File: config.mk
export PLATFORM = sky130hd
export DESIGN_NAME = ctkvs_cosdiv
export DESIGN_NICKNAME = d
export VERILOG_FILES = /design/src/rtl/ctkvs_pkg.sv /design/src/rtl/ctkvs_cosdiv.sv
export SDC_FILE = /design/constraint.sdc
export NUM_CORES = 1
export LEC_CHECK = 0
export ABC_AREA = 1
export BUFFER_PORTS_ARGS = -buffer_cell sky130_fd_sc_hd__buf_2
export CAP_MARGIN = 5
export CORE_MARGIN = 1
export CORE_UTILIZATION = 54
export CTS_CLUSTER_DIAMETER = 120
export DETAILED_ROUTE_END_ITERATION = 10
export PLACE_DENSITY = 0.79
export SLEW_MARGIN = 20
export SYNTH_ARGS = -nofsm -noshare
export SYNTH_HDL_FRONTEND = slang
export SYNTH_SLANG_ARGS = --single-unit
File: constraint.sdc
create_clock -name clk -period 8 [get_ports clk]
set_input_delay 0 -clock clk [delete_from_list [all_inputs] [get_ports clk]]
set_output_delay 0 -clock clk [all_outputs]
set_load 0.02 [all_outputs]
File: src/rtl/ctkvs_pkg.sv
package ctkvs_pkg;

	// Store geometry.
	localparam int ENTRIES = 64;
	localparam int DIM     = 64;

	localparam int IDX_W   = (ENTRIES > 1) ? $clog2(ENTRIES) : 1;
	localparam int CNT_W   = $clog2(ENTRIES + 1);
	localparam int DAW     = (DIM > 1) ? $clog2(DIM) : 1;
	localparam int LEN_W   = $clog2(DIM + 1);
	localparam int EM_AW   = (ENTRIES * DIM > 1) ? $clog2(ENTRIES * DIM) : 1;

	// Accumulator widths: each product is at most 2^30 in magnitude.
	localparam int NRM_W   = $clog2(DIM) + 31;
	localparam int DOT_W   = NRM_W + 1;
	localparam int PROD_W  = 2 * NRM_W;

	// Quotient bits; the score magnitude never exceeds 2^15 + small slack.
	localparam int QUO_W   = 17;
	localparam int SCORE_W = 16;
	localparam int OIDX_W  = 6;
	localparam int TOPK_W  = 7;

	localparam logic signed [SCORE_W-1:0] SCORE_MAX = 16'sh7FFF;
	localparam logic signed [SCORE_W-1:0] SCORE_MIN = 16'sh8000;

	// Command codes carried on s_axis_tuser.
	localparam logic CMD_ENTRY = 1'b0;
	localparam logic CMD_QUERY = 1'b1;

	typedef struct packed {
		logic signed [DOT_W-1:0] dot;
		logic [NRM_W-1:0]        na;
		logic [NRM_W-1:0]        nb;
	} score_req_t;

	typedef enum logic [4:0] {
		CD_IDLE = 5'b00001,
		CD_MUL  = 5'b00010,
		CD_SQRT = 5'b00100,
		CD_DIV  = 5'b01000,
		CD_FIN  = 5'b10000
	} cd_state_t;

	typedef enum logic [6:0] {
		ST_IDLE = 7'b0000001,
		ST_LEN  = 7'b0000010,
		ST_MAC  = 7'b0000100,
		ST_CALC = 7'b0001000,
		ST_SEL  = 7'b0010000,
		ST_EMIT = 7'b0100000,
		ST_NONE = 7'b1000000
	} vs_state_t;

endpackage

File: src/rtl/ctkvs_cosdiv.sv
module ctkvs_cosdiv
	import ctkvs_pkg::*;
(
	input  logic                      clk,
	input  logic                      arst_n,
	input  logic                      start,
	input  score_req_t                req,
	output logic                      done,
	output logic signed [SCORE_W-1:0] score
);

	localparam int STEP_W = $clog2(PROD_W + 1);
	localparam int DRM_W  = NRM_W + 15;
	localparam int DSH_W  = NRM_W + 17;

	cd_state_t st_q;
	logic [STEP_W-1:0] cnt_q;
	logic neg_q, zero_q, done_q;
	logic [NRM_W-1:0] mag_q, mplier_q, root_q;
	logic [PROD_W-1:0] mcand_q, prod_q, rad_q;
	logic [NRM_W+1:0] rem_q;
	logic [DRM_W-1:0] drem_q;
	logic [DSH_W-1:0] dsh_q;
	logic [QUO_W-1:0] quo_q;
	logic signed [SCORE_W-1:0] score_q;

	logic [PROD_W-1:0] prod_nx;
	logic [NRM_W+3:0] rem2, trial;
	logic [NRM_W+1:0] rem_nx;
	logic [NRM_W-1:0] root_nx;
	logic div_ge;

	always_comb begin
		prod_nx = mplier_q[0] ? prod_q + mcand_q : prod_q;
		rem2    = {rem_q, rad_q[PROD_W-1:PROD_W-2]};
		trial   = {2'b00, root_q, 2'b01};
		if (rem2 >= trial) begin
			rem_nx  = (NRM_W + 2)'(rem2 - trial);
			root_nx = {root_q[NRM_W-2:0], 1'b1};
		end else begin
			rem_nx  = rem2[NRM_W+1:0];
			root_nx = {root_q[NRM_W-2:0], 1'b0};
		end
		div_ge = {2'b00, drem_q} >= dsh_q;
	end

	always_ff @(posedge clk or negedge arst_n) begin
		if (!arst_n) begin
			st_q   <= CD_IDLE;
			cnt_q  <= '0;
			done_q <= 1'b0;
		end else begin
			done_q <= 1'b0;
			case (st_q)
				CD_IDLE: begin
					if (start) begin
						cnt_q <= '0;
						st_q  <= (req.na == '0 || req.nb == '0) ? CD_FIN : CD_MUL;
					end
				end
				CD_MUL: begin
					cnt_q <= cnt_q + 1'b1;
					if (cnt_q == STEP_W'(NRM_W - 1)) begin
						cnt_q <= '0;
						st_q  <= CD_SQRT;
					end
				end
				CD_SQRT: begin
					cnt_q <= cnt_q + 1'b1;
					if (cnt_q == STEP_W'(NRM_W - 1)) begin
						cnt_q <= '0;
						st_q  <= CD_DIV;
					end
				end
				CD_DIV: begin
					cnt_q <= cnt_q + 1'b1;
					if (cnt_q == STEP_W'(QUO_W - 1)) begin
						st_q <= CD_FIN;
					end
				end
				CD_FIN: begin
					done_q <= 1'b1;
					st_q   <= CD_IDLE;
				end
				default: st_q <= CD_IDLE;
			endcase
		end
	end

	// Datapath: shift-add product, digit-by-digit root, restoring division.
	always_ff @(posedge clk) begin
		case (st_q)
			CD_IDLE: begin
				if (start) begin
					neg_q    <= req.dot[DOT_W-1];
					zero_q   <= (req.na == '0 || req.nb == '0);
					mag_q    <= NRM_W'(req.dot[DOT_W-1] ? -req.dot : req.dot);
					mcand_q  <= PROD_W'(req.na);
					mplier_q <= req.nb;
					prod_q   <= '0;
				end
			end
			CD_MUL: begin
				prod_q   <= prod_nx;
				mcand_q  <= {mcand_q[PROD_W-2:0], 1'b0};
				mplier_q <= {1'b0, mplier_q[NRM_W-1:1]};
				rad_q    <= prod_nx;
				rem_q    <= '0;
				root_q   <= '0;
			end
			CD_SQRT: begin
				rem_q  <= rem_nx;
				root_q <= root_nx;
				rad_q  <= {rad_q[PROD_W-3:0], 2'b00};
				dsh_q  <= {1'b0, root_nx, 16'd0};
				drem_q <= {mag_q, 15'd0};
				quo_q  <= '0;
			end
			CD_DIV: begin
				if (div_ge) begin
					drem_q <= DRM_W'({2'b00, drem_q} - dsh_q);
				end
				quo_q <= {quo_q[QUO_W-2:0], div_ge};
				dsh_q <= {1'b0, dsh_q[DSH_W-1:1]};
			end
			CD_FIN: begin
				if (zero_q) begin
					score_q <= '0;
				end else if (neg_q) begin
					score_q <= (quo_q > QUO_W'(32768)) ? SCORE_MIN
					                                  : SCORE_W'(-quo_q);
				end else begin
					score_q <= (quo_q > QUO_W'(32767)) ? SCORE_MAX
					                                  : SCORE_W'(quo_q);
				end
			end
			default: ;
		endcase
	end

	assign done  = done_q;
	assign score = score_q;

endmodule

Word level (Yosys, flattened, before mapping)
Index checks and enable logic that the tools add are counted.
Widths: inputs -> output; s select.
{ "word_totals": {"ff_bits": 526, "wordCells": 81, "out_inout_bits": 17, "in_bits": 115} }
{ "classes": {"eq_ne": 12, "n_reduce_logical": 13, "muxes": 30, "addsub": 6, "n_lt_le_gt_ge": 4} }
{ "op_table": {"columns": ["op", "n"], "rows": [
  ["$pmux 74 s2", 3],
  ["$mux 74", 3],
  ["$pmux 37 s2", 2],
  ["$pmux 54 s2", 1],
  ["$pmux 52 s2", 1],
  ["$pmux 39 s2", 1],
  ["$add 74x74->74", 1],
  ["$logic_not 37->1", 2],
  ["$mux 37", 2],
  ["$ge 52x54->1", 1],
  ["$mux 52", 1],
  ["$sub 52x52->52", 1],
  ["$mux 16", 3],
  ["$ge 41x39->1", 1],
  ["$mux 39", 1],
  ["$sub 39x39->39", 1],
  ["$neg 37->37", 1],
  ["$pmux 17 s2", 1],
  ["$mux 5", 5],
  ["$pmux 7 s3", 1],
  ["$pmux 5 s4", 1],
  ["$gt 17x15->1 const B", 1],
  ["$gt 17x16->1 const B", 1],
  ["$neg 16->16", 1],
  ["other kinds (17)", 28]
]} }

Logic depth before layout (Yosys ltp)
Gate-level depths: netlist of run 1.
{ "logic_depth": {"depth_word": 5, "depth_mapped": 17, "ltp_nobuf": 17} }

Worst setup path after synthesis of run 1
Ideal clock, no wire load.
{ "synth_timing": {"path_kind": "flip-flop to flip-flop", "startpoint": "reg st_q[0]", "endpoint": "reg mcand_q[0] (enable)", "required_time_ps": 6507, "setup_slack_ps": 2072, "stages_incl_launch_ff": 6, "path_buffers": 2, "period_less_slack_ps": 5928, "arrival_ps": 4434, "setup_ps": 1493, "cell_sequence": "dfstp_2 inv_1 nand4_1 clkbuf_1 buf_1 nand2_1"} }
{ "synth_between": {"elab_chain_cells": 3, "elab_cells_between_ends": 5, "classes_between": "eq/ne (3); reduce/logical (2)"} }
{ "synth_lines": {"columns": ["item", "line_no", "source"], "rows": [
  ["start: declaration", "ctkvs_cosdiv.sv:16", "cd_state_t st_q;"],
  ["start signal: assignment", "ctkvs_cosdiv.sv:58", "st_q <= (req.na == '0 || req.nb == '0) ? CD_FIN : CD_MUL;"],
  ["$eq 5x1->1 or $eq 5x2->1 (tied branches)", "ctkvs_cosdiv.sv:92", "case (st_q)"],
  ["$ne 2x2->1 (no line) or $reduce_bool 2->1 (tied branches)", null, null],
  ["$reduce_and 2->1 (no line) *", null, null],
  ["end signal: assignment", "ctkvs_cosdiv.sv:98", "mcand_q <= PROD_W'(req.na);"],
  ["end signal: assignment", "ctkvs_cosdiv.sv:105", "mcand_q <= {mcand_q[PROD_W-2:0], 1'b0};"],
  ["end: declaration", "ctkvs_cosdiv.sv:20", "logic [PROD_W-1:0] mcand_q, prod_q, rad_q;"]
]} }
Every way passes the cells marked *; elsewhere a longest branch is shown, timed or not.
A chain may end at the register's enable or synchronous reset.

Final worst setup path of run 1
{ "layout_timing": {"startpoint": "reg dsh_q[51]", "endpoint": "reg drem_q[42] (enable)"} }
{ "layout_between": {"elab_chain_cells": 3} }
{ "layout_lines": {"columns": ["item", "line_no", "source"], "rows": [
  ["start: declaration", "ctkvs_cosdiv.sv:23", "logic [DSH_W-1:0] dsh_q;"],
  ["start signal: assignment", "ctkvs_cosdiv.sv:115", "dsh_q <= {1'b0, root_nx, 16'd0};"],
  ["start signal: assignment", "ctkvs_cosdiv.sv:124", "dsh_q <= {1'b0, dsh_q[DSH_W-1:1]};"],
  ["$ge 52x54->1", "ctkvs_cosdiv.sv:44", "div_ge = {2'b00, drem_q} >= dsh_q;"],
  ["$ne 2x2->1 (no line)", null, null],
  ["$reduce_and 2->1 (no line)", null, null],
  ["end signal: assignment", "ctkvs_cosdiv.sv:116", "drem_q <= {mag_q, 15'd0};"],
  ["end signal: assignment", "ctkvs_cosdiv.sv:121", "drem_q <= DRM_W'({2'b00, drem_q} - dsh_q);"],
  ["end: declaration", "ctkvs_cosdiv.sv:22", "logic [DRM_W-1:0] drem_q;"]
]} }
Every way passes these cells.

==> results of run 1 <==
## metal layers
| metal | vias to the layer above | GRT usage [%] | routed length, um |
|---|---|---|---|
| li1 | 15873 | - | - |
| met1 | 14928 | 38.6 | 42100 |
| met2 | 1257 | 52.8 | 49700 |
| met3 | 300 | 4.18 | 6710 |
| met4 | 0 | 15.4 | 5390 |
| met5 | - | 0 | 0 |
## worst max-delay path, cell delays in order (launching register included)
cell      delay (ps)
edfxtp_1         370
inv_1             60
ha_1             350
nand2_1          160
nor2_1           270
nand4_1          260
nor4_1           360
nand3_1          150
nand4_1          120
nand2_1           80
nand2_2          450
buf_4            520
## sequential cells by signal, indices dropped and copies added, names as in the netlist, 5 cells and up
name and cells:
dsh_q 53, rem_q 39, st_q 5, root_q 37, prod_q 74, rad_q 74
score 16, mplier_q 37, quo_q 17, mag_q 37, drem_q 52, mcand_q 74
cnt_q 7
## metrics by stage
| step | area [um2] | total power, mW | utilization, % | worst slack, ps |
|---|---|---|---|---|
| after floorplan | 35600 | 9.34 | - | 2070 |
| after global placement | 37000 | 10.9 | 57.1 | 4580 |
| after detailed placement | 37000 | 11.0 | 57.1 | 4510 |
| after CTS | 40200 | 13.7 | 62.0 | 4490 |
| after global routing | 40200 | 14.8 | 62.0 | 4310 |
| final | 40200 | 13.8 | 62.0 | 4420 |
## report_power, final
group	leakage, nW	total [mW]	switching, mW	internal, mW
clock	0.853	2.57	1.14	1.42
combinational	11.6	6.69	4.57	2.12
sequential	4.97	4.52	0.368	4.15
## layout by cell type, fill, tap and decap left out, types with 4 or more instances in the layout
| cell | count |
|---|---|
| inv_2 | 12 |
| buf_4 | 22 |
| nor2_1 | 583 |
| nor2_2 | 9 |
| clkbuf_1 | 16 |
| o211ai_1 | 7 |
| or2_1 | 4 |
| xnor2_1 | 77 |
| clkinv_1 | 11 |
| buf_2 | 131 |
| o21ai_0 | 261 |
| edfxtp_1 | 512 |
| nand4_1 | 41 |
| clkinv_2 | 9 |
| dlygate4sd3_1 | 136 |
| dfrtp_1 | 12 |
| nor3_2 | 8 |
| o21a_1 | 12 |
| ha_1 | 169 |
| bufinv_16 | 4 |
| clkbuf_16 | 56 |
| o21ai_1 | 35 |
| a21o_1 | 7 |
| nand2_1 | 1363 |
| xor2_1 | 40 |
| nand2_2 | 8 |
| a31oi_1 | 25 |
| nor3_1 | 45 |
| o21bai_1 | 21 |
| nand3b_1 | 4 |
| inv_1 | 653 |
| or2_2 | 51 |
| nand3_1 | 239 |
| a21oi_1 | 284 |
| nor4_1 | 45 |
| o21ai_2 | 5 |
| a21oi_2 | 6 |
| nor3b_1 | 4 |
| and2_1 | 5 |
## final cells by class
type                            instances  area, um2
Inverter                              667       2510
Tap cell                              855       1070
Sequential cell                       525      15700
Timing Repair Buffer                  290       2200
Fill cell                            5650      24600
Multi-Input combinational cell       3396      16900
Clock buffer                           72       1460
Clock inverter                         32        293
## Yosys cell counts (20+ instances only)
cell / instances / area, um2
nor2_1: 583 / 2190
o21ai_1: 35 / 175
o21ai_0: 261 / 1310
xor2_1: 40 / 350
nand4_1: 41 / 257
buf_1: 20 / 75.1
clkbuf_1: 66 / 248
o21bai_1: 21 / 158
xnor2_1: 77 / 674
nand2_1: 1367 / 5130
or2_2: 51 / 319
a21oi_1: 284 / 1420
nand3_1: 239 / 1200
ha_1: 169 / 2110
nor3_1: 45 / 225
edfxtp_1: 512 / 15400
nor4_1: 46 / 288
inv_1: 655 / 2460
a31oi_1: 25 / 156
## logic make-up (layout without fill, tap and decap cells)
kind of cell / after synthesis / after routing / share of synthesized area, %
mux: 2 / 2 / 0.0563
xor+xnor: 117 / 117 / 2.88
flops: 525 / 525 / 44.1
fa+ha+maj: 171 / 171 / 6.06
compound gates: 681 / 681 / 10.3
simple gates: 2425 / 2425 / 28.2
buf+inv: 773 / 1061 / 8.35
## how the worst max path moves through the flow
stage                       to  slack [ps]  cells past startpoint
floorplan           mcand_q[0]        2070                      5
global placement    drem_q[49]        4580                     11
detailed placement    rem_q[1]        4510                     10
CTS                 drem_q[27]        4490                     11
global route        drem_q[42]        4310                     10
finish              drem_q[42]        4420                     11
## timing repair
action	in CTS	in global routing
hold buffers	136	0
hold endpoints to repair	132	0
resized for setup	0	0
buffers inserted	0	0
==> run_results.csv, run 1 <==
group,metric,value,unit
clocking,clock_latency,640,ps
power,vdd_drop_max,259,uV
logic_synthesis,synth_area,35600,um2
timing,hold_viol,0,
worst_setup_path,r2r_cells,11,
logic_synthesis,syn_inst,4694,
hold_path,hold_start,"req[13]",
hold_path,hold-path-endpoint,"mplier_q[13]",
floorplan,ioPinCount,132,
logic_synthesis,ys_ff_latch,525,
hold_path,hp-class,"in2reg",
global_route,grt_overflow,0,
timing,period_share,44.7,%
worst_setup_path,arrival,3840,ps
logic_synthesis,yosysWarnings,0,
logic_synthesis,synth_edf_count,512,
clocking,clockRootBuffer,"clkbuf_16",
logic_synthesis,synth_area_per_cell,7.58,um2
clocking,cts_tree,"done",
detailed_routing,routed_wl,104000,um
flow_run,maxCapViolCount,0,
worst_setup_path,rrSetupSlack,4420,ps
timing,period_needed,3580,ps
worst_setup_path,path_max_fanout,33,
logic_synthesis,async_flop_share,2.48,%
worst_setup_path,worstSetupPathType,"reg2reg",
detailed_routing,drc,0,
floorplan,die_y,259,um
power,power.leakage,17.5,nW
logic_synthesis,synth_ff_type,"edfxtp_1",
global_route,antenna_found_initial,1,
floorplan,fp.dieArea,66900,um2
clocking,htree_num_levels,2,
worst_setup_path,timing.rr.start,"dsh_q[51]",
detailed_routing,drt_iter0_markers,3112,
worst_setup_path,end_kind,"flip-flop",
timing,rsz0062_at_grt,"no",
finish,drive_gt1_share,6.99,%
floorplan,die_w,259,um
global_route,grt_pass1_wl,165000,um
detailed_routing,ant_nets,0,
clocking,numCtsBuffers,56,
placed_design,hpwlAfterDp,75700,um
worst_setup_path,required,8260,ps
placed_design,portBuffers,131,
logic_synthesis,synth-seq-area-share,44.1,%
logic_synthesis,synth_cell_type_count,59,
timing,whs,193,ps
global_route,track_usage,31.0,%
floorplan,coreArea,64800,um2
run_status,status,"complete, no violations",
floorplan,initial_core_util,54.9,%
timing,fin_tns_setup,0,ps
detailed_routing,via_count,32358,
power,power_density,343,nW/um2
finish,area_growth,12.9,%
timing,fmax,280,MHz
timing,slew_viol_final,0,
floorplan,rows,93,
detailed_routing,dr.pass1.iters,8,
clocking,clkSlewWorstSetupHoldPaths,60,ps
clocking,max-clock-path-buffers,3,
global_route,grt_max_degree,99,
finish,num_antenna_cells,0,
worst_setup_path,setup.worst_path.start_class,"flip-flop",
hold_path,min_path_cells,4,
logic_synthesis,synth_fp_nets,4980,
placed_design,dp.cells,5596,
finish,fin_nets,5222,
global_route,first_global_vias,31763,
clocking,cts.sinks,525,
worst_setup_path,cp-startpoint,"dsh_q[51]",
finish,final_cells,5837,
detailed_routing,wire_per_inst,17.8,um
timing,slew-limit-headroom,25.0,%
timing,fin_worst_skew,21.4,ps
placed_design,finalWeightedCongestion,1.02,
timing,worst_pin_slew,1120,ps
timing,setup_viol,0,
detailed_routing,via_per_inst,5.54,
worst_setup_path,r2r_end,"drem_q[42]",
No activity file was read; power rests on OpenSTA's default activity.
==> run 2: changes to the inputs <==
clock period = 3.5 ns   (was 8 ns; I/O delays follow)
==> run 2 against run 1 <==
Effect of this change: first-iteration DRC count up 4.6%; flip-flop and latch count unchanged; sequential share of layout area down 0.30 points; clock power up 150%; clock skew up 18 ps; register-to-register slack worse by 3900 ps; cell count up 0.17%; sequential power up 130%; count of clock-buffer cells in the layout down 6; die area unchanged; setup slack worse by 3900 ps; highest routed layer unchanged.
==> run_results.csv, run 2 (same netlist as run 1, synthesis figures left out) <==
group,metric,value,unit
power,p_sw,14.1,mW
power,vdd_drop_max,606,uV
power,power.total,32.2,mW
placed_design,placed_area,37200,um2
clocking,htree_num_levels,2,
timing,slew-limit-headroom,35.1,%
detailed_routing,drt_iter0_markers,3255,
power,p_int,18.1,mW
power,swShare,43.9,%
clocking,clkSlewWorstSetupHoldPaths,60,ps
clocking,cts_tree,"done",
finish,area_growth,13.8,%
clocking,cts_setup_buffers,0,
finish,fillers,5641,
worst_setup_path,arrival,3360,ps
finish,drive_gt1_share,7.32,%
global_route,first_global_vias,31685,
detailed_routing,via_count,32449,
detailed_routing,dr.pass1.iters,6,
placed_design,hpwlAfterDp,75600,um
floorplan,coreArea,64800,um2
worst_setup_path,path_max_fanout,3,
timing,period_share,85.1,%
timing,rsz0062_at_grt,"no",
global_route,grt_overflow,0,
timing,fin_worst_skew,39.1,ps
hold_path,hp-class,"in2reg",
clocking,numCtsBuffers,54,
power,power_density,795,nW/um2
worst_setup_path,required,3890,ps
timing,worst_pin_slew,973,ps
clocking,clockRootBuffer,"clkbuf_16",
detailed_routing,drc,0,
clocking,clock_latency,650,ps
placed_design,finalWeightedCongestion,1.06,
detailed_routing,wl_met1,43100,um
clocking,cts.sinks,525,
power,clockPowerShare,19.6,%
detailed_routing,ant_nets,0,
finish,final_common_cell,"nand2_1",
global_route,track_usage,31.2,%
detailed_routing,wire_per_inst,17.9,um
floorplan,ioPinCount,132,
detailed_routing,routed_wl,105000,um
finish,fin_nets,5228,
clocking,max-clock-path-buffers,3,
finish,reg.largest.list,"mcand_q: 74 flops, prod_q: 74 flops, rad_q: 74 flops",
detailed_routing,top_layer_used,"met4",
finish,fin_area,40500,um2
detailed_routing,route.met3.wl,6950,um
floorplan,die_w,259,um
timing,fin_tns_setup,0,ps
floorplan,die_y,259,um
detailed_routing,via_per_inst,5.55,
finish,mostFrequentLayoutCells,"nand2_1 (1363), inv_1 (653), nor2_1 (583), edfxtp_1 (512), a21oi_1 (284)",
timing,period_needed,2980,ps
global_route,grt_max_degree,151,
timing,slew_viol_final,0,
global_route,grt_pass1_wl,166000,um
worst_setup_path,worstSetupPathType,"reg2reg",
global_route,antenna_found_initial,4,
run_status,status,"complete, no violations",
power,pwr-share-seq,31.9,%
floorplan,fp.dieArea,66900,um2
worst_setup_path,setup.worst_path.start_class,"flip-flop",
floorplan,initial_core_util,54.9,%
placed_design,portBuffers,131,
worst_setup_path,end_kind,"flip-flop",
flow_run,maxCapViolCount,0,
detailed_routing,wl_met2,49700,um
timing,fmax,336,MHz
power,power.leakage,17.6,nW
floorplan,rows,93,
power,comb_power_share,48.5,%
timing,hold_viol,0,
timing,setup_viol,0,
run 2: cell count changes in the layout (fill, tap and decap cells not counted), moves of 2 or more:
cell	delta
buf_12	+7
bufinv_16	+6
clkbuf_1	-7
clkbuf_16	-2
clkbuf_8	+3
clkinv_1	-6
diode_2	+5
inv_6	+2
nand2_4	-2
nand2_8	+2
run 2: layout make-up:
class	count	area, um2	share of cell area (%)
well taps	855	1070	2.64
repair buffers	298	2350	5.81
diodes	5	12.5	0.0309
clock inverters	35	460	1.14
inverters	667	2510	6.19
flip-flops and latches	525	15700	38.8
clock buffers	66	1430	3.52
multi-input cells	3396	17000	41.9
run 2: path summary, 6_finish.rpt:
kind	from	endpoint	slack, ps	depth (start not counted)
min reg2reg	mplier_q[31]	mplier_q[30]	510	2
max reg2reg	mcand_q[0]	rad_q[70]	520	16
min in group asynchronous	arst_n	st_q[0]	380	3
max in group asynchronous	arst_n	cnt_q[0]	2080	4
min	req[74]	mag_q[0]	150	2
max	mcand_q[0]	rad_q[70]	520	16
run 2: repair_timing:
item                                    4_1_cts  5_1_grt
endpoints found under the setup margin        0        0
gates resized for setup                       0        0
hold endpoints to repair                    132        0
hold buffers                                137        0
run 2: worst max-delay path, stage by stage, from the launching register on:
cell and delay [ps]:
edfxtp_1 400, ha_1 290, fa_1 450, nand2_1 90
nand2_1 80, nand3_1 80, nand2_1 140, nand2_1 100
nand3_1 210, nand2_1 130, nand2_1 170, nand2_1 170
nand2_1 60, nand2_1 70, nand3_1 90, nand3_1 110
nand2_1 70
run 2: power by group through the flow:
| stage | logic, mW | registers, mW | clock network (mW) |
|---|---|---|---|
| floorplan | 11.0 | 10.1 | 0 |
| global placement | 14.9 | 10.3 | 0 |
| detailed placement | 15.0 | 10.3 | 0 |
| CTS | 15.4 | 10.3 | 6.33 |
| global route | 17.4 | 10.4 | 6.56 |
| finish | 15.6 | 10.3 | 6.30 |
run 2: metal layers:
metal / global-route usage (%) / vias up
li1: - / 15896
met1: 39.8 / 14948
met2: 53.0 / 1316
met3: 3.73 / 289
met4: 14.6 / 0
met5: 0 / -
run 2: through the flow:
step | std cells | util [%] | hold slack [ps] | setup slack (ps)
2_1_floorplan | 4694 | - | -296 | 6.27
3_3_place_gp | 5604 | 57.4 | -97.6 | 606
3_5_place_dp | 5604 | 57.4 | -95.4 | 588
4_1_cts | 5842 | 62.4 | 123 | 571
5_1_grt | 5846 | 62.5 | 175 | 318
6_report | 5847 | 62.5 | 153 | 522
